==> src/hw/rtl/ptrb_pkg.sv <==
// ----------------------------------------------------------------------------
// ptrb_pkg
// Shared constants, record layout and control types of the per-cpu trace
// ring buffer.
// ----------------------------------------------------------------------------
package ptrb_pkg;

   localparam int NUM_CPUS   = 8;
   localparam int RING_DEPTH = 64;
   localparam int SLOTS      = NUM_CPUS * RING_DEPTH;

   localparam int CPU_W  = (NUM_CPUS > 1) ? $clog2(NUM_CPUS) : 1;
   localparam int IDX_W  = (RING_DEPTH > 1) ? $clog2(RING_DEPTH) : 1;
   localparam int CNT_W  = $clog2(RING_DEPTH + 1);
   localparam int SLOT_W = (SLOTS > 1) ? $clog2(SLOTS) : 1;

   localparam int OP_W       = 2;
   localparam int REQ_DATA_W = 288;
   localparam int RSP_DATA_W = 312;

   typedef enum logic [OP_W-1:0] {
      OP_EMIT  = 2'd0,
      OP_SNAP  = 2'd1,
      OP_CLEAR = 2'd2,
      OP_NOP   = 2'd3
   } op_type;

   typedef enum logic {
      SEQ_IDLE,
      SEQ_READ
   } seq_state_type;

   typedef struct packed {
      logic [63:0] arg_b;
      logic [63:0] arg_a;
      logic [31:0] flags;
      logic [31:0] process_id;
      logic [15:0] event_id;
      logic [5:0]  cpu;
      logic [31:0] seq_num;
      logic [63:0] stamp;
   } rec_type;

   localparam int REC_W = $bits(rec_type);

   // start of a snapshot: record count, first ring index, ring base address
   typedef struct packed {
      logic [CNT_W-1:0]  cnt;
      logic [IDX_W-1:0]  ptr;
      logic [SLOT_W-1:0] base;
   } snap_cmd_type;

   typedef struct packed {
      logic valid;
      logic rec_valid;
      logic last;
   } rsp_ctl_type;

endpackage

==> src/hw/rtl/ptrb_heads.sv <==
// ----------------------------------------------------------------------------
// ptrb_heads
// Per-cpu head counters and the matching ring write index (head mod depth),
// updated on emit, cleared on reset op.
// ----------------------------------------------------------------------------
module ptrb_heads (
   input  logic                      clock,
   input  logic                      reset,
   input  logic                      emit,
   input  logic                      clear,
   input  logic [ptrb_pkg::CPU_W-1:0] cpu,
   output logic [31:0]               head,
   output logic [ptrb_pkg::IDX_W-1:0] hmod,
   output logic [31:0]               seq_new
);
   import ptrb_pkg::*;

   logic [31:0]      heads_ff [NUM_CPUS];
   logic [31:0]      heads_in [NUM_CPUS];
   logic [IDX_W-1:0] hmod_ff  [NUM_CPUS];
   logic [IDX_W-1:0] hmod_in  [NUM_CPUS];
   logic [IDX_W-1:0] hmod_next;

   assign head    = heads_ff[cpu];
   assign hmod    = hmod_ff[cpu];
   assign seq_new = head + 32'd1;

   // write index follows head mod depth, and restarts when the head wraps
   always_comb begin
      if (seq_new == 32'd0) begin
         hmod_next = '0;
      end else if (hmod == IDX_W'(RING_DEPTH - 1)) begin
         hmod_next = '0;
      end else begin
         hmod_next = hmod + IDX_W'(1);
      end
   end

   always_comb begin
      for (int i = 0; i < NUM_CPUS; i++) begin
         heads_in[i] = heads_ff[i];
         hmod_in[i]  = hmod_ff[i];
         if (clear) begin
            heads_in[i] = '0;
            hmod_in[i]  = '0;
         end else if (emit && (cpu == CPU_W'(i))) begin
            heads_in[i] = seq_new;
            hmod_in[i]  = hmod_next;
         end
      end
   end

   always_ff @(posedge clock) begin
      if (reset) begin
         for (int i = 0; i < NUM_CPUS; i++) begin
            heads_ff[i] <= '0;
            hmod_ff[i]  <= '0;
         end
      end else begin
         heads_ff <= heads_in;
         hmod_ff  <= hmod_in;
      end
   end

endmodule

==> config.mk <==
export PLATFORM = sky130hd
export DESIGN_NAME = ptrb_heads
export DESIGN_NICKNAME = d
export VERILOG_FILES = /design/src/hw/rtl/ptrb_pkg.sv /design/src/hw/rtl/ptrb_heads.sv
export SDC_FILE = /design/constraint.sdc
export NUM_CORES = 1
export LEC_CHECK = 0
export BUFFER_PORTS_ARGS = -buffer_cell sky130_fd_sc_hd__buf_2
export CAP_MARGIN = 0
export CORE_MARGIN = 2
export CORE_UTILIZATION = 55
export CTS_BUF_LIST = sky130_fd_sc_hd__clkbuf_16
export CTS_CLUSTER_DIAMETER = 120
export CTS_CLUSTER_SIZE = 12
export DETAILED_ROUTE_END_ITERATION = 10
export GPL_TIMING_DRIVEN = 0
export PLACE_DENSITY = 0.73
export SETUP_SLACK_MARGIN = 0.02
export SYNTH_ARGS = -nofsm -noshare
export SYNTH_HDL_FRONTEND = slang
export SYNTH_SLANG_ARGS = --single-unit
==> constraint.sdc <==
create_clock -name clock -period 6.6 [get_ports clock]
set_input_delay 1.32 -clock clock [delete_from_list [all_inputs] [get_ports clock]]
set_output_delay 1.32 -clock clock [all_outputs]
set_load 0.05 [all_outputs]
# Word-level counts from Yosys, hierarchy flattened
# Cells that the tools add are included.
# totals
register_bits,304
inputBits,7
output_inout_bits,70
wordCells,47
# classes
n_addsub,2
magnitude_cmp,1
eq_ne,8
n_mux,8
bitwise_logic,1
reduce_logical,11
# op_table
op,n
binary-select mux 32 bit (select 3 bit),1
two-way mux 32 bit,2
adder 32 x 1 -> 32 bit (second input constant),1
logical NOT 32 bit,1
two-way mux 6 bit,4
binary-select mux 6 bit (select 3 bit),1
equality test 3 bit (second input constant),4
logical AND 1 bit,8
adder 6 x 1 -> 6 bit (second input constant),1
equality test 3 x 2 -> 1 bit (second input constant),2
equality test 6 bit (second input constant),1
>= comparator 4 bit (second input constant),1
inverter 3 -> 4 bit,1
equality test 3 x 1 -> 1 bit (second input constant),1
logical NOT 3 bit,1
OR reduction 2 bit,1

# Longest topological paths before layout
# logic_depth
depth_word,7
depth_mapped,20
mapped_depth_nobuf,13

# Least setup slack after synthesis
# OpenSTA, ideal clock, no wires.
# synth_timing
path_kind,input -> output
startpoint,in cpu[1] (netlist name)
endpoint,out seq_new[22]
arrival_time_ns,5.325
t_required_ns,5.280
slack_ns,-0.045
cell_stages,14
n_path_buf,5
path_cell_list,buf_6 -> buf_12 -> buf_8 -> mux2_1 -> o32ai_1 -> nor3_2 -> clkbuf_1 -> ha_1 -> inv_1 -> nor3_1 -> and2_1 -> buf_2 -> nand4b_1 -> xnor2_1
# synth_between
elab_chain_len,5
# synth_rtl
item,line_no,source
start: declaration,ptrb_heads.sv:11,"input logic [ptrb_pkg::CPU_W-1:0] cpu,"
inverter 3 -> 4 bit (implied by the code),ptrb_heads.sv:24,assign head = heads_ff[cpu];
binary-select mux 32 bit (select 3 bit),ptrb_heads.sv:24,
two-way mux 32 bit (implied by the code) (2 in a row),ptrb_heads.sv:24,
net head[0],ptrb_heads.sv:12,"output logic [31:0] head,"
adder 32 x 1 -> 32 bit,ptrb_heads.sv:26,assign seq_new = head + 32'd1;
end: declaration,ptrb_heads.sv:14,output logic [31:0] seq_new
# The timed path passes the listed nets, and every way through them passes these cells. The select of a mux whose other input is x is not followed.

# Final worst setup path
# layout_timing
startpoint,in cpu[1] (netlist name)
endpoint,out seq_new[30]
# layout_between
elab_chain_len,5
# layout_rtl
item,line_no
inverter 3 -> 4 bit (implied by the code),ptrb_heads.sv:24
binary-select mux 32 bit (select 3 bit),ptrb_heads.sv:24
two-way mux 32 bit (implied by the code) (2 in a row),ptrb_heads.sv:24
adder 32 x 1 -> 32 bit,ptrb_heads.sv:26
# No other way between the ends. The select of a mux whose other input is x is not followed.

==> results.txt <==
----------------------------------------------------
[Status]
  Result of the run ... complete, no violations

[Power]
  Sequential share of power ... 0.521
  Power share of the clock group ... 0.417
  Overall power after layout ... around 3.5 mW
  Sw frac ... 0.244
  Worst ir drop on vdd ... 192 µV
  Net switching power ... 861 µW
  P_int ... around 2.7 mW
  Static leakage ... 5.42 nW
  Gate power share ... 0.062
  Pwr Density ... between 200 and 250 nW/µm²

[Die]
  Die outline area ... roughly 27,000 µm²
  Initial core utilization ... 0.563
  Die extent in x ... about 160 µm
  Number of placed I/O pins ... 77
  Standard cell core area ... 25,300 µm²
  Floorplan die height ... approximately 160 µm
  Number of standard-cell rows in the floorplan ... 58

[STA]
  Min Tclk post-route ... ~6.4 ns
  Maximum achievable frequency ... roughly 0.16 GHz
  Number of endpoints with negative hold slack in the final report ... 0
  Max-Slew Margin vs Limit ... 0.140
  Actual slew at the worst max-slew pin ... roughly 1.3 ns
  Fin crit share ... 0.973
  Final count of pins violating max slew ... 0
  Worst setup skew after layout ... between 0.02 and 0.03 ns
  Endpoints failing setup ... 0

[Logic synthesis]
  Area fraction of the dominant cell type after synthesis ... 0.427
  Async SR Flop Fraction ... 0
  Yosys cell types ... 67
  Top cell type by total area after synthesis ... sky130_fd_sc_hd__dfxtp_1
  Count of flip-flops with a built-in enable after synthesis ... 0
  Cell Area, Synth ... 14,300 µm²
  Flip-flop and latch count after synthesis ... approximately 300
  Avg Synthesized Cell Area ... roughly 8.6 µm²
  YS warnings ... 0
  Largest cells by area after synthesis ... sky130_fd_sc_hd__dfxtp_1 (43%), sky130_fd_sc_hd__nand2_1 (15%), sky130_fd_sc_hd__mux4_2 (11%)
  Commonest register cell after synthesis ... sky130_fd_sc_hd__dfxtp_1
  Number of cells produced by synthesis ... 1,655
  Net count after synthesis ... around 1,700
  Register area share after synthesis ... 0.427

[Job]
  Number of violations of the max-capacitance limit ... 0

[Place]
  Routability-driven placement congestion ratio ... approximately 0.96
  Half-perimeter wire length of the detailed placement result ... ~33,000 µm
  DP Cell Count ... 2,058
  Quantity of I/O buffers inserted on ports ... 73

[Global routing]
  Global-route wire length before repair ... ~71,000 µm
  Overall Global Routing Usage ... 0.343
  Maximum number of pins on one net before global-route repair ... 15
  Antenna violations before repair ... 0
  Vias in the first global route ... about 12,000
  Total grt overflow ... 0

[Clock network]
  TritonCTS buffer count ... 29
  Total number of clock tree sinks ... between 300 and 400
  CTS tree ... built
  CTS Hold Buffers Added ... 0
  Clock transition at the registers of the reported paths ... roughly 0.06 ns
  Number of buffers on the longest clock path ... 3
  Skew-Pair Late Insertion Delay ... between 0.5 and 0.6 ns
  Count of H-tree levels built during CTS ... 1
  Root cell of the clock tree ... sky130_fd_sc_hd__clkbuf_16

[Detailed routing]
  Highest metal layer with signal wires ... met4
  Vias after detailed routing ... 13,124
  Routed Wire Length ... about 47,000 µm
  Iteration-0 DRC Markers ... around 1,400
  WL/cell ... 22.4 µm
  Met1 WL ... around 18,000 µm
  Routed length on met3 ... 4420 µm
  Number of detailed-routing iterations run before antenna repair ... 5
  DRC Markers ... 0
  Amount of wire on met2 after detailed routing ... about 22,000 µm
  Post-route antenna net violation count ... 0
  Routed vias/inst ... ~6.3

[Layout]
  Share of cells above drive strength 1 ... 0.152
  Area delta synth->final ... 11.4%
  Layout net count ... between 1,500 and 2,000
  Number of antenna cells inserted ... 0
  Post-layout util ... 0.627
  Post-layout instance count excluding filler cells ... approximately 2,100

[Worst setup path]
  CP Launch Type ... primary input
  Arrival time of the worst setup path ... 5.10 ns
  Endpoint of the most critical setup path ... seq_new[30]
  Type of destination of the critical path ... output port
  Setup slack of the worst register-to-register path ... between 2 and 2.5 ns
  Top fanout value on the critical path ... 11
  Reg-to-reg endpoint ... hmod_ff[29]
  Critical path launch point ... cpu[1]
  Worst Path Class, Setup ... in -> out
  Startpoint of the worst register-to-register path ... heads_ff[32]
  CP Data Required Time ... between 5 and 6 ns
  Worst reg2reg path depth ... 16

[Worst hold path]
  Hold Path Stages ... 2
  Class of the tightest hold or removal check ... reg -> reg

----------------------------------------------------
-- metal layers --
layer	track usage	vias to the layer above
met4	0.147	0
met3	0.0575	150
met2	0.561	705
li1	-	5906
met1	0.450	6363
met5	0	-
-- kinds of logic (layout without fill, tap and decap cells) --
group	Yosys count	count (layout)	synth area share
AND/OR/NAND/NOR	719	719	0.213
XOR/XNOR	27	27	0.0197
flip-flops	304	304	0.427
buffers and inverters	153	258	0.0547
adder cells (fa/ha/maj)	2	2	0.00176
multiplexers	113	113	0.146
AO/OA/AOI/OAI	337	337	0.138
-- placed cells by master (no fill, tap or decap), types with 4 or more instances in the layout --
master	count
sky130_fd_sc_hd__nand2_1	561
sky130_fd_sc_hd__dfxtp_1	304
sky130_fd_sc_hd__a21oi_1	252
sky130_fd_sc_hd__clkbuf_1	91
sky130_fd_sc_hd__buf_2	78
sky130_fd_sc_hd__mux4_2	71
sky130_fd_sc_hd__nand3_1	60
sky130_fd_sc_hd__nor2_1	29
sky130_fd_sc_hd__clkbuf_16	29
sky130_fd_sc_hd__o31ai_1	25
sky130_fd_sc_hd__inv_1	25
sky130_fd_sc_hd__mux2i_1	22
sky130_fd_sc_hd__o41ai_1	16
sky130_fd_sc_hd__xnor2_1	14
sky130_fd_sc_hd__mux2_2	13
sky130_fd_sc_hd__nor3_1	11
sky130_fd_sc_hd__buf_4	10
sky130_fd_sc_hd__nand4_1	9
sky130_fd_sc_hd__a211oi_1	8
sky130_fd_sc_hd__and2_1	7
sky130_fd_sc_hd__buf_6	7
sky130_fd_sc_hd__buf_8	7
sky130_fd_sc_hd__o31ai_2	7
sky130_fd_sc_hd__xnor2_2	7
sky130_fd_sc_hd__nor4_1	6
sky130_fd_sc_hd__o22ai_1	5
sky130_fd_sc_hd__nand2b_1	5
sky130_fd_sc_hd__and3_1	4
sky130_fd_sc_hd__mux2i_2	4
-- worst min path at each step --
stage,endpoint,slack [ns],from
2_1_floorplan,heads_ff[140],0.43,heads_ff[140]
3_3_place_gp,heads_ff[54],0.44,heads_ff[54]
3_5_place_dp,heads_ff[83],0.45,heads_ff[83]
4_1_cts,heads_ff[83],0.45,heads_ff[83]
5_1_grt,heads_ff[161],0.46,heads_ff[161]
6_report,heads_ff[166],0.45,heads_ff[166]
-- state kept, by name (all words and copies together) (netlist names) --
signal and flops:
hmod_ff 48, heads_ff 256
-- stage by stage --
| stage | worst slack [ns] | area [µm²] | hold WS [ns] | setup TNS, ns |
|---|---|---|---|---|
| after detailed placement | -0.414 | 15100 | 0.446 | -5.22 |
| after CTS | 0.0138 | 15800 | 0.454 | 0 |
| after global routing | -0.0159 | 15900 | 0.465 | -0.0159 |
| final | 0.180 | 15900 | 0.452 | 0 |
| after floorplan | 0.0222 | 14300 | 0.432 | 0 |
| after global placement | -0.370 | 15100 | 0.439 | -2.51 |
-- area by class of cell --
cell class	instances	area [µm²]
Fill cell	2180	9440
Multi-Input combinational cell	1198	7490
Sequential cell	304	6090
Clock buffer	29	726
Buffer	125	676
Tap cell	330	413
Timing Repair Buffer	74	373
Inverter	28	105
Clock inverter	2	17.5
-- power groups by stage --
| stage | clock, mW | sequential (mW) | combinational [mW] |
|---|---|---|---|
| after detailed placement | 0 | 1.88 | 0.212 |
| after global placement | 0 | 1.88 | 0.210 |
| after CTS | 1.46 | 1.84 | 0.213 |
| after floorplan | 0 | 1.88 | 0.138 |
| after global routing | 1.53 | 1.84 | 0.225 |
| final | 1.47 | 1.84 | 0.217 |
-- synthesized netlist by cell type (3+ instances only) --
library cell and number:
sky130_fd_sc_hd__nand2b_1 5, sky130_fd_sc_hd__xnor2_2 5, sky130_fd_sc_hd__inv_1 25, sky130_fd_sc_hd__a21oi_1 253
sky130_fd_sc_hd__inv_2 3, sky130_fd_sc_hd__nor4b_2 3, sky130_fd_sc_hd__mux2i_1 22, sky130_fd_sc_hd__xnor2_1 18
sky130_fd_sc_hd__o21ai_0 3, sky130_fd_sc_hd__o41ai_1 16, sky130_fd_sc_hd__buf_4 9, sky130_fd_sc_hd__nand2_1 561
sky130_fd_sc_hd__and2_1 7, sky130_fd_sc_hd__dfxtp_1 304, sky130_fd_sc_hd__xor2_1 3, sky130_fd_sc_hd__o31a_1 3
sky130_fd_sc_hd__mux4_2 71, sky130_fd_sc_hd__mux2_2 13, sky130_fd_sc_hd__nor2b_1 3, sky130_fd_sc_hd__nand3_1 60
sky130_fd_sc_hd__o31ai_2 7, sky130_fd_sc_hd__nor2_1 30, sky130_fd_sc_hd__clkbuf_1 92, sky130_fd_sc_hd__o31ai_1 25
sky130_fd_sc_hd__buf_8 7, sky130_fd_sc_hd__a211oi_1 8, sky130_fd_sc_hd__buf_2 5, sky130_fd_sc_hd__and3_1 4
sky130_fd_sc_hd__nor4_1 6, sky130_fd_sc_hd__buf_6 7, sky130_fd_sc_hd__mux2i_2 4, sky130_fd_sc_hd__o22ai_1 5
sky130_fd_sc_hd__nand4_1 9, sky130_fd_sc_hd__nor3_1 13
-- worst max-delay path, cell delays in order --
cell                       delay, ns
sky130_fd_sc_hd__buf_2          0.10
sky130_fd_sc_hd__buf_6          0.19
sky130_fd_sc_hd__buf_12         0.19
sky130_fd_sc_hd__buf_8          0.19
sky130_fd_sc_hd__nand2b_1       0.17
sky130_fd_sc_hd__o32ai_1        0.10
sky130_fd_sc_hd__nor3_2         0.34
sky130_fd_sc_hd__clkbuf_2       0.32
sky130_fd_sc_hd__ha_1           0.21
sky130_fd_sc_hd__inv_1          0.07
sky130_fd_sc_hd__nor3_4         0.32
sky130_fd_sc_hd__nand4_1        0.44
sky130_fd_sc_hd__nor4_2         0.47
sky130_fd_sc_hd__xnor2_2        0.28
sky130_fd_sc_hd__buf_2          0.36
-- repair_timing --
| item | in CTS | in global routing |
|---|---|---|
| pin swaps | 0 | 1 |
| resized for setup | 4 | 8 |
| endpoints found under the hold margin | 0 | 0 |
| buffers inserted | 0 | 1 |
| setup endpoints to repair | 13 | 10 |
(Power assumes the default switching activity.)
