File: config.mk
export PLATFORM = sky130hd
export DESIGN_NAME = ptrb_snap_seq
export DESIGN_NICKNAME = d
export VERILOG_FILES = /design/src/hw/rtl/ptrb_pkg.sv /design/src/hw/rtl/ptrb_snap_seq.sv
export SDC_FILE = /design/constraint.sdc
export NUM_CORES = 1
export LEC_CHECK = 0
export BUFFER_PORTS_ARGS = -buffer_cell sky130_fd_sc_hd__buf_4
export CAP_MARGIN = 20
export CORE_ASPECT_RATIO = 0.9
export CORE_MARGIN = 2
export CORE_UTILIZATION = 41
export CTS_CLUSTER_DIAMETER = 50
export CTS_CLUSTER_SIZE = 10
export DETAILED_ROUTE_END_ITERATION = 16
export GPL_ROUTABILITY_DRIVEN = 0
export GPL_TIMING_DRIVEN = 0
export SYNTH_ARGS = -nofsm -noshare
export SYNTH_HDL_FRONTEND = slang
export SYNTH_SLANG_ARGS = --single-unit
File: constraint.sdc
create_clock -name clock -period 4.1 [get_ports clock]
set_clock_uncertainty 0.2 [all_clocks]
set_input_delay 0.41 -clock clock [delete_from_list [all_inputs] [get_ports clock]]
set_output_delay 0.41 -clock clock [all_outputs]
set_load 0.005 [all_outputs]
File: src/hw/rtl/ptrb_pkg.sv
// ----------------------------------------------------------------------------
// ptrb_pkg
// Shared constants, record layout and control types of the per-cpu trace
// ring buffer.
// ----------------------------------------------------------------------------
package ptrb_pkg;

   localparam int NUM_CPUS   = 8;
   localparam int RING_DEPTH = 64;
   localparam int SLOTS      = NUM_CPUS * RING_DEPTH;

   localparam int CPU_W  = (NUM_CPUS > 1) ? $clog2(NUM_CPUS) : 1;
   localparam int IDX_W  = (RING_DEPTH > 1) ? $clog2(RING_DEPTH) : 1;
   localparam int CNT_W  = $clog2(RING_DEPTH + 1);
   localparam int SLOT_W = (SLOTS > 1) ? $clog2(SLOTS) : 1;

   localparam int OP_W       = 2;
   localparam int REQ_DATA_W = 288;
   localparam int RSP_DATA_W = 312;

   typedef enum logic [OP_W-1:0] {
      OP_EMIT  = 2'd0,
      OP_SNAP  = 2'd1,
      OP_CLEAR = 2'd2,
      OP_NOP   = 2'd3
   } op_type;

   typedef enum logic {
      SEQ_IDLE,
      SEQ_READ
   } seq_state_type;

   typedef struct packed {
      logic [63:0] arg_b;
      logic [63:0] arg_a;
      logic [31:0] flags;
      logic [31:0] process_id;
      logic [15:0] event_id;
      logic [5:0]  cpu;
      logic [31:0] seq_num;
      logic [63:0] stamp;
   } rec_type;

   localparam int REC_W = $bits(rec_type);

   // start of a snapshot: record count, first ring index, ring base address
   typedef struct packed {
      logic [CNT_W-1:0]  cnt;
      logic [IDX_W-1:0]  ptr;
      logic [SLOT_W-1:0] base;
   } snap_cmd_type;

   typedef struct packed {
      logic valid;
      logic rec_valid;
      logic last;
   } rsp_ctl_type;

endpackage

File: src/hw/rtl/ptrb_snap_seq.sv
// ----------------------------------------------------------------------------
// ptrb_snap_seq
// Snapshot sequencer: walks one ring oldest first, one ram read per cycle;
// the ram read register is the output stage, advanced only when free.
// ----------------------------------------------------------------------------
module ptrb_snap_seq (
   input  logic                        clock,
   input  logic                        reset,
   input  logic                        start,
   input  ptrb_pkg::snap_cmd_type      cmd,
   input  logic                        rsp_tready,
   output logic                        idle,
   output logic                        ram_re,
   output logic [ptrb_pkg::SLOT_W-1:0] ram_raddr,
   output ptrb_pkg::rsp_ctl_type       ctl
);
   import ptrb_pkg::*;

   seq_state_type     state_ff, state_in;
   logic [CNT_W-1:0]  cnt_ff, cnt_in;
   logic [IDX_W-1:0]  ptr_ff, ptr_in;
   logic [SLOT_W-1:0] base_ff, base_in;
   logic              out_valid_ff, out_valid_in;
   logic              rec_valid_ff, rec_valid_in;
   logic              last_ff, last_in;
   logic              adv;

   assign adv       = !out_valid_ff || rsp_tready;
   assign idle      = (state_ff == SEQ_IDLE);
   assign ram_raddr = base_ff + SLOT_W'(ptr_ff);
   assign ctl       = '{valid: out_valid_ff, rec_valid: rec_valid_ff, last: last_ff};

   always_comb begin
      state_in = state_ff;
      unique case (state_ff)
         SEQ_IDLE: begin
            if (start) begin
               state_in = SEQ_READ;
            end
         end
         SEQ_READ: begin
            if (adv && (cnt_ff <= CNT_W'(1))) begin
               state_in = SEQ_IDLE;
            end
         end
         default: state_in = SEQ_IDLE;
      endcase
   end

   always_comb begin
      cnt_in       = cnt_ff;
      ptr_in       = ptr_ff;
      base_in      = base_ff;
      out_valid_in = out_valid_ff;
      rec_valid_in = rec_valid_ff;
      last_in      = last_ff;
      ram_re       = 1'b0;
      if (adv) begin
         out_valid_in = 1'b0;
      end
      unique case (state_ff)
         SEQ_IDLE: begin
            if (start) begin
               cnt_in  = cmd.cnt;
               ptr_in  = cmd.ptr;
               base_in = cmd.base;
            end
         end
         SEQ_READ: begin
            if (adv) begin
               // zero count: one empty word, no read
               out_valid_in = 1'b1;
               rec_valid_in = (cnt_ff != '0);
               last_in      = (cnt_ff <= CNT_W'(1));
               ram_re       = (cnt_ff != '0);
               if (cnt_ff != '0) begin
                  cnt_in = cnt_ff - CNT_W'(1);
               end
               if (ptr_ff == IDX_W'(RING_DEPTH - 1)) begin
                  ptr_in = '0;
               end else begin
                  ptr_in = ptr_ff + IDX_W'(1);
               end
            end
         end
         default: begin
            ram_re = 1'b0;
         end
      endcase
   end

   always_ff @(posedge clock) begin
      if (reset) begin
         state_ff     <= SEQ_IDLE;
         cnt_ff       <= '0;
         out_valid_ff <= 1'b0;
         rec_valid_ff <= 1'b0;
         last_ff      <= 1'b0;
      end else begin
         state_ff     <= state_in;
         cnt_ff       <= cnt_in;
         out_valid_ff <= out_valid_in;
         rec_valid_ff <= rec_valid_in;
         last_ff      <= last_in;
      end
   end

   always_ff @(posedge clock) begin
      ptr_ff  <= ptr_in;
      base_ff <= base_in;
   end

   a_empty_word: assert property (@(posedge clock) disable iff (reset)
      (state_ff == SEQ_READ && cnt_ff == '0 && adv)
      |=> (out_valid_ff && !rec_valid_ff && last_ff))
      else $error("empty snapshot did not give a single flagged word");

   a_stall_holds_walk: assert property (@(posedge clock) disable iff (reset)
      (state_ff == SEQ_READ && !adv) |=> ($stable(cnt_ff) && $stable(ptr_ff)))
      else $error("ring walk moved while output stalled");

   a_more_to_come: assert property (@(posedge clock) disable iff (reset)
      (out_valid_ff && !last_ff) |-> (state_ff == SEQ_READ))
      else $error("non-last word with no snapshot in progress");

   a_start_when_idle: assert property (@(posedge clock) disable iff (reset)
      start |-> (state_ff == SEQ_IDLE))
      else $error("snapshot started while busy");

endmodule

; ---- After elaboration in Yosys (flattened, before gate mapping)
; Index checks and enable logic that the tools add are counted.
[word_totals]
register_bits = 26
in_bits = 26
out_inout_bits = 14
[op_classes]
n_addsub = 3
magnitude_cmp = 1
eq_ne = 4
muxes = 16
bitwise = 1
reduce_logical = 8
[ops]
columns = cell, n
row1 = $mux 7, 3
row2 = $mux 6, 3
row3 = $pmux 7 s2, 1
row4 = $pmux 6 s2, 1
row5 = $add 9x6->9, 1
row6 = $le 7x1->1 const B, 1
row7 = $mux 1, 7
row8 = $reduce_bool 7->1, 1
row9 = $sub 7x1->7 const B, 1
row10 = $add 6x1->6 const B, 1
row11 = $eq 6x6->1 const B, 1
row12 = $reduce_and 2->1, 3
row13 = $ne 2x1->1 const B, 2
row14 = $reduce_and 3->1, 1
row15 = $ne 2x2->1 const B, 1
row16 = $pmux 1 s2, 1
row17 = $logic_and 1x1->1, 1
row18 = $logic_not 1->1, 1
row19 = $logic_or 1x1->1, 1
row20 = $not 1->1, 1

; ---- Depth between registers and ports, before layout
; Gate-level depths: netlist of run 1.
[depth]
ltp_word = 5
depth_mapped = 7

; ---- Least setup slack after synthesis of run 1
; Ideal clock, no wire load.
[synth_path]
kind = register to output
from = register ptr_ff[0]
to = output ram_raddr[8] (netlist bit)
arrival_time_ns = 2.082
t_required_ns = 3.490
setup_slack_ns = 1.408
stages_incl_launch_ff = 7
n_path_buf = 0
cell_sequence = edfxtp_1 > ha_1 > fa_1 > a21oi_1 > o21ai_0 > or4b_2 > nand4_1
[synth_between]
elab_chain_cells = 1
[synth_rtl]
columns = item, line
row1 = from (decl), ptrb_snap_seq.sv:21  ; logic [IDX_W-1:0] ptr_ff, ptr_in;
row2 = from (signal assigned), ptrb_snap_seq.sv:109  ; ptr_ff <= ptr_in;
row3 = $add 9x6->9, ptrb_snap_seq.sv:30  ; assign ram_raddr = base_ff + SLOT_W'(ptr_ff);
row4 = to (decl), ptrb_snap_seq.sv:14  ; output logic [ptrb_pkg::SLOT_W-1:0] ram_raddr,
; Every way passes these cells.

; ---- Worst setup path in the final report of run 1
; Same ends and word-level chain as after synthesis.

==> summary.md, run 1 <==
| Metric | Value |
|---|---|
| Die height | `63.50 µm` |
| Area fraction of the dominant cell type after synthesis | `0.2793` |
| Final Cell Area | `2008 µm²` |
| Synth Flop Type | `edfxtp_1` |
| Dominant cell type by area after synthesis | `edfxtp_1` |
| WP buf/inv | `1` |
| Metal3 WL | `159 µm` |
| Post-place setup slack | `1117 ps` |
| Post-Route WL | `3751 µm` |
| ANT nets after route | `0` |
| Die Wd | `70.11 µm` |
| I/O Buffers | `39` |
| Max Clk Rate | `304.3 MHz` |
| Antenna cell count | `0` |
| Setup WS post-layout | `814.1 ps` |
| Routed wire length per instance | `14.88 µm` |
| Pins Over Slew Limit | `0` |
| Worst R2R Start | `state_ff` |
| CP required | `3490 ps` |
| First DRT Iteration DRCs | `59` |
| Die area | `4452 µm²` |
| Commonest cells after routing, fill and taps aside | `buf_4 (42), edfxtp_1 (15), nand2_1 (14), nor2_1 (14)` |
| Post-Synthesis Cells | `163` |
| CTS tree | `yes` |
| Met1 WL | `1627 µm` |
| RSZ-0062 raised after global routing | `no` |
| Pre-Repair DR Iteration Count | `4` |
| Mapped Area | `1613 µm²` |
| Hold_sp | `cmd[1]` |
| Post-Syn Area per Cell | `9.894 µm²` |
| CP Capture Type | `output port` |
| GRT overflow | `0` |
| Synth warn | `0` |
| Gr usage total | `0.1661` |
| Detailed placer's ending HPWL | `2877 µm` |
| Final Net Count | `244` |
| Status | `finished clean` |
| Register area share after synthesis | `0.4158` |
| Final setup fails | `0` |
| IO Count | `40` |
| Top post-synthesis cells by area | `edfxtp_1 (28%), dfxtp_1 (14%), ha_1 (7.8%)` |
| Placed cell area | `1963 µm²` |
| WP data arrival | `2680 ps` |
| Vias in the first global route | `1395` |
| Critical path origin | `ptr_ff[0]` |
| Post-synthesis register bit count | `26` |
| Actual slew at the worst max-slew pin | `608.0 ps` |
| H-Tree Level Count | `1` |
| Clock Pin Slew Worst Setup and Hold Paths | `90 ps` |
| Cell variety after synth | `51` |
| Cell family with most CP delay | `simple AND/OR/NAND/NOR gates` |
| CP Max Fanout | `4` |
| Root buf cell | `clkbuf_8` |
| LEAKAGE | `0.8347 nW` |
| Critical path type | `flop to output port` |
| DRC violations left | `0` |
| Final Hold Viols | `0` |
| Site row count | `21` |
| CP cell instances | `ha_1 -> fa_1 -> a21oi_1 -> o21ai_0 -> or4b_2 -> nand4_1 -> buf_4` |
| Peak supply drop | `187.7 µV` |
| Antenna violations before repair | `0` |
| Routed vias | `1386` |
| Top sig layer | `met4` |
| Syn nets | `200` |
| Post-synth ARST share | `0` |
| Worst skew pair latency | `270 ps` |
| Commonest non-fill, non-tap cell in the layout | `buf_4` |
| Post-CTS Resized | `0` |
| Num CTS Buffers | `3` |
| Number of synthesized flops with an enable pin | `15` |
| Share of cells above drive strength 1 | `0.2816` |
| Slew HR | `0.5922` |
| Synth-to-Final Area Change | `24.52%` |
| Fin crit share | `0.8014` |
| Clk buf depth | `2` |
| Pwr dens | `403.2 nW/µm²` |
| Hold WC Path Type | `primary input to flop` |
| Total power | `0.0008097 W` |
| CP Launch Type | `flop` |
| Cts hold-fix bufs | `0` |
| Via density | `5.500` |
| Initial Util | `0.4292` |
| Critical-path cell with the highest stage delay | `or4b_2` |
| Max-cap viol count | `0` |
| Met2 Routed Length | `1943 µm` |
| Setup TNS | `0 ps` |
| Setup bufs post-CTS | `0` |
| Critical Path Max Stage Delay | `630 ps` |
| Largest net degree at the start of global routing | `19` |
| Core Region | `3757 µm²` |
| First-pass GRT wire length | `5927 µm` |
| Sink Count | `26` |
| Period minus WS final | `3286 ps` |
[registers in the layout, indices dropped and copies added (netlist names), named ones only]
| register | cells |
|---|---|
| base_ff | 9 |
| cnt_ff | 7 |
| last_ff | 1 |
| ptr_ff | 6 |
| rec_valid_ff | 1 |
| state_ff | 1 |
[synthesized netlist by cell type (all sizes together), types with 2 or more instances]
master and count:
o21ai 6, buf 4, a221oi 4, xnor2 5, xor2 3, a211oi 3
nor3b 3, o2bb2ai 3, o211ai 2, nor3 2, or4b 2, nand2 15
inv 11, a21oi 11, nand4 2, dfxtp 11, mux2i 2, nand4b 2
nand3 4, nand3b 2, a31oi 2, clkbuf 3, nor2b 2, mux2 3
nor2 14, edfxtp 15, o2111ai 2, ha 10
[logic make-up (layout without fill, tap and decap cells)]
logic type               Yosys count  in the layout  share of synthesized area
multiplexers                       5              5                    0.03568
AND/OR/NAND/NOR                   55             55                     0.1823
XOR/XNOR                           8              8                    0.04345
flip-flops                        26             26                     0.4158
buffers and inverters             19             62                    0.05197
AO/OA/AOI/OAI                     39             39                     0.1808
adder cells (fa/ha/maj)           11             11                    0.08999
[final cells by class]
class | instances | area (µm²)
fillers | 342 | 1749
multi-input cells | 118 | 858.3
flip-flops and latches | 26 | 670.6
repair buffers | 39 | 292.8
well taps | 46 | 57.56
clock buffers | 4 | 45.04
inverters | 12 | 45.04
plain buffers | 7 | 38.79
[power breakdown]
part / internal, W / switching (W)
Sequential: 0.000313 / 0.0000299
Clock: 0.0000694 / 0.0000784
Combinational: 0.000161 / 0.000158
[stage by stage]
| stage | util | hold WS (ps) | instances |
|---|---|---|---|
| floorplan | - | 236.7 | 163 |
| global placement | 0.5225 | 250.8 | 248 |
| detailed placement | 0.5225 | 257.8 | 248 |
| CTS | 0.5345 | 105.5 | 252 |
| global route | 0.5345 | 102.1 | 252 |
| finish | 0.5345 | 113.3 | 252 |
[worst paths after layout]
kind	to	slack, ps	depth (start not counted)
hold / removal	base_ff[1]	110	1
setup / recovery	ram_raddr[8]	810	7
setup reg to reg	ptr_ff[4]	1980	5
hold reg to reg	last_ff	270	2
[routing by layer]
| metal | vias to the layer above | global-route usage |
|---|---|---|
| li1 | 687 | - |
| met2 | 37 | 0.3250 |
| met5 | - | 0 |
| met1 | 658 | 0.1830 |
| met4 | 0 | 0.04567 |
| met3 | 4 | 0.02720 |
Power figures use the tool's default switching activity.
==> inputs of run 2 (changes only) <==
==> constraint.sdc (replaced) <==
create_clock -name clock -period 3.1 [get_ports clock]
set_clock_uncertainty 0.2 [all_clocks]
set_input_delay 0.31 -clock clock [delete_from_list [all_inputs] [get_ports clock]]
set_output_delay 0.31 -clock clock [all_outputs]
set_load 0.005 [all_outputs]
==> run 2 against run 1 <==
Design area rose by 1.1%. Highest routed layer unchanged. Setup slack got worse by 690 ps. First-iteration DRC count fell by 25%. Largest power group unchanged. Critical path type unchanged. Non-clock buffer count rose by 2. Sequential share of layout area fell by 0.35 points.
==> summary.md, run 2 (synthesis results as in run 1) <==
| Metric | Value |
|---|---|
| Hold worst-path end | `base_ff[1]` |
| Synth-to-Final Area Change | `25.83%` |
| CP Capture Type | `output port` |
| Critical path type | `flop to output port` |
| CTS tree | `yes` |
| Root buf cell | `clkbuf_8` |
| Pins Over Slew Limit | `0` |
| Die area | `4452 µm²` |
| Final Cell Area | `2029 µm²` |
| Actual slew at the worst max-slew pin | `609.1 ps` |
| Status | `finished clean` |
| Clk buf depth | `2` |
| GRT overflow | `0` |
| Final Net Count | `246` |
| RSZ-0062 raised after global routing | `no` |
| DRC violations left | `0` |
| Commonest non-fill, non-tap cell in the layout | `buf_4` |
| Largest registers | `base_ff: 9 flops, cnt_ff: 7 flops, ptr_ff: 6 flops` |
| Largest net degree at the start of global routing | `19` |
| Worst Reg-to-Reg Cells | `5` |
| Max Clk Rate | `336.1 MHz` |
| Hold_sp | `cmd[1]` |
| Antenna cell count | `0` |
| Antenna violations before repair | `0` |
| WP data arrival | `2470 ps` |
| Site row count | `21` |
| I/O Buffers | `39` |
| Slew HR | `0.5914` |
| Hold WC Path Type | `primary input to flop` |
| Worst R2R Start | `state_ff` |
| Max reg flops | `9` |
| Total power | `0.001081 W` |
| LEAKAGE | `0.8437 nW` |
| CP required | `2590 ps` |
| Setup TNS | `0 ps` |
| Num CTS Buffers | `3` |
| First-pass GRT wire length | `5947 µm` |
| Post-place setup slack | `217.0 ps` |
| Routed wire length per instance | `14.91 µm` |
| CP Launch Type | `flop` |
| Fill cells | `343` |
| Die Wd | `70.11 µm` |
| Setup WS post-layout | `124.4 ps` |
| H-Tree Level Count | `1` |
| WHS Path Cells | `1` |
| Post-Route WL | `3787 µm` |
| Critical path origin | `ptr_ff[0]` |
| Placed cell area | `1963 µm²` |
| Core Region | `3757 µm²` |
| Via density | `5.488` |
| Vias in the first global route | `1416` |
| Final setup fails | `0` |
| Peak supply drop | `248.0 µV` |
| Sink Count | `26` |
| Share of cells above drive strength 1 | `0.2981` |
| Routed vias | `1394` |
| Worst skew pair latency | `270 ps` |
| R2R Setup Slk | `970 ps` |
| First DRT Iteration DRCs | `44` |
| ANT nets after route | `0` |
| Initial Util | `0.4292` |
| R2R Path End | `ptr_ff[4]` |
| Detailed placer's ending HPWL | `2877 µm` |
| Period minus WS final | `2976 ps` |
| Commonest cells after routing, fill and taps aside | `buf_4 (44), edfxtp_1 (15), nand2_1 (14), nor2_1 (14), dfxtp_1 (11)` |
| Final Hold Viols | `0` |
| Final Util | `0.5401` |
| IO Count | `40` |
| Pwr dens | `532.5 nW/µm²` |
| Clock Pin Slew Worst Setup and Hold Paths | `100 ps` |
| Fin crit share | `0.9599` |
| Pre-Repair DR Iteration Count | `4` |
| Max-cap viol count | `0` |
| Gr usage total | `0.1668` |
| Biggest register | `base_ff` |
| CP Max Fanout | `3` |
| Die height | `63.50 µm` |
run 2: layer usage:
| layer | track usage | share of wire |
|---|---|---|
| met4 | 0.05288 | 0.010 |
| met3 | 0.02720 | 0.043 |
| met2 | 0.3262 | 0.51 |
| met1 | 0.1810 | 0.43 |
| met5 | 0 | 0 |
run 2: critical path: stages, from the launching register on:
cell and delay [ps]:
edfxtp_1 400, ha_1 250, fa_2 370, a21oi_2 210, o21ai_1 130, or4b_2 610, nand4_1 110, buf_4 110
run 2: stage by stage:
step | hold WS [ps] | cells
after floorplan | 208.9 | 163
after global placement | 250.8 | 248
after detailed placement | 257.8 | 248
after CTS | 5.452 | 253
after global routing | 2.144 | 254
final | 13.20 | 254
run 2: power by group:
part	internal, W	leakage [nW]	switching, W
Clock	0.0000918	0.0228	0.000103
Combinational	0.000220	0.585	0.000213
Sequential	0.000414	0.236	0.0000385
Total	0.000726	0.844	0.000355
run 2: what timing repair did:
item,4_1_cts,5_1_grt
setup endpoints to repair,1,1
gates resized for setup,1,2
setup buffers,1,1
pin swaps,0,1
hold buffers,0,0
run 2: area by class of cell:
type / count / area [µm²] / area share
well taps: 46 / 57.56 / 0.02836
repair buffers: 41 / 307.8 / 0.1517
flip-flops and latches: 26 / 670.6 / 0.3305
plain buffers: 7 / 38.79 / 0.01911
inverters: 12 / 45.04 / 0.02219
clock buffers: 4 / 45.04 / 0.02219
multi-input cells: 118 / 864.6 / 0.4260
run 2: worst max path at each step:
stage / end / slack [ps]
4_1_cts: ram_raddr[8] / 30
3_3_place_gp: ram_raddr[8] / 240
2_1_floorplan: ram_raddr[8] / 510
5_1_grt: ram_raddr[8] / 30
3_5_place_dp: ram_raddr[8] / 220
6_report: ram_raddr[8] / 120
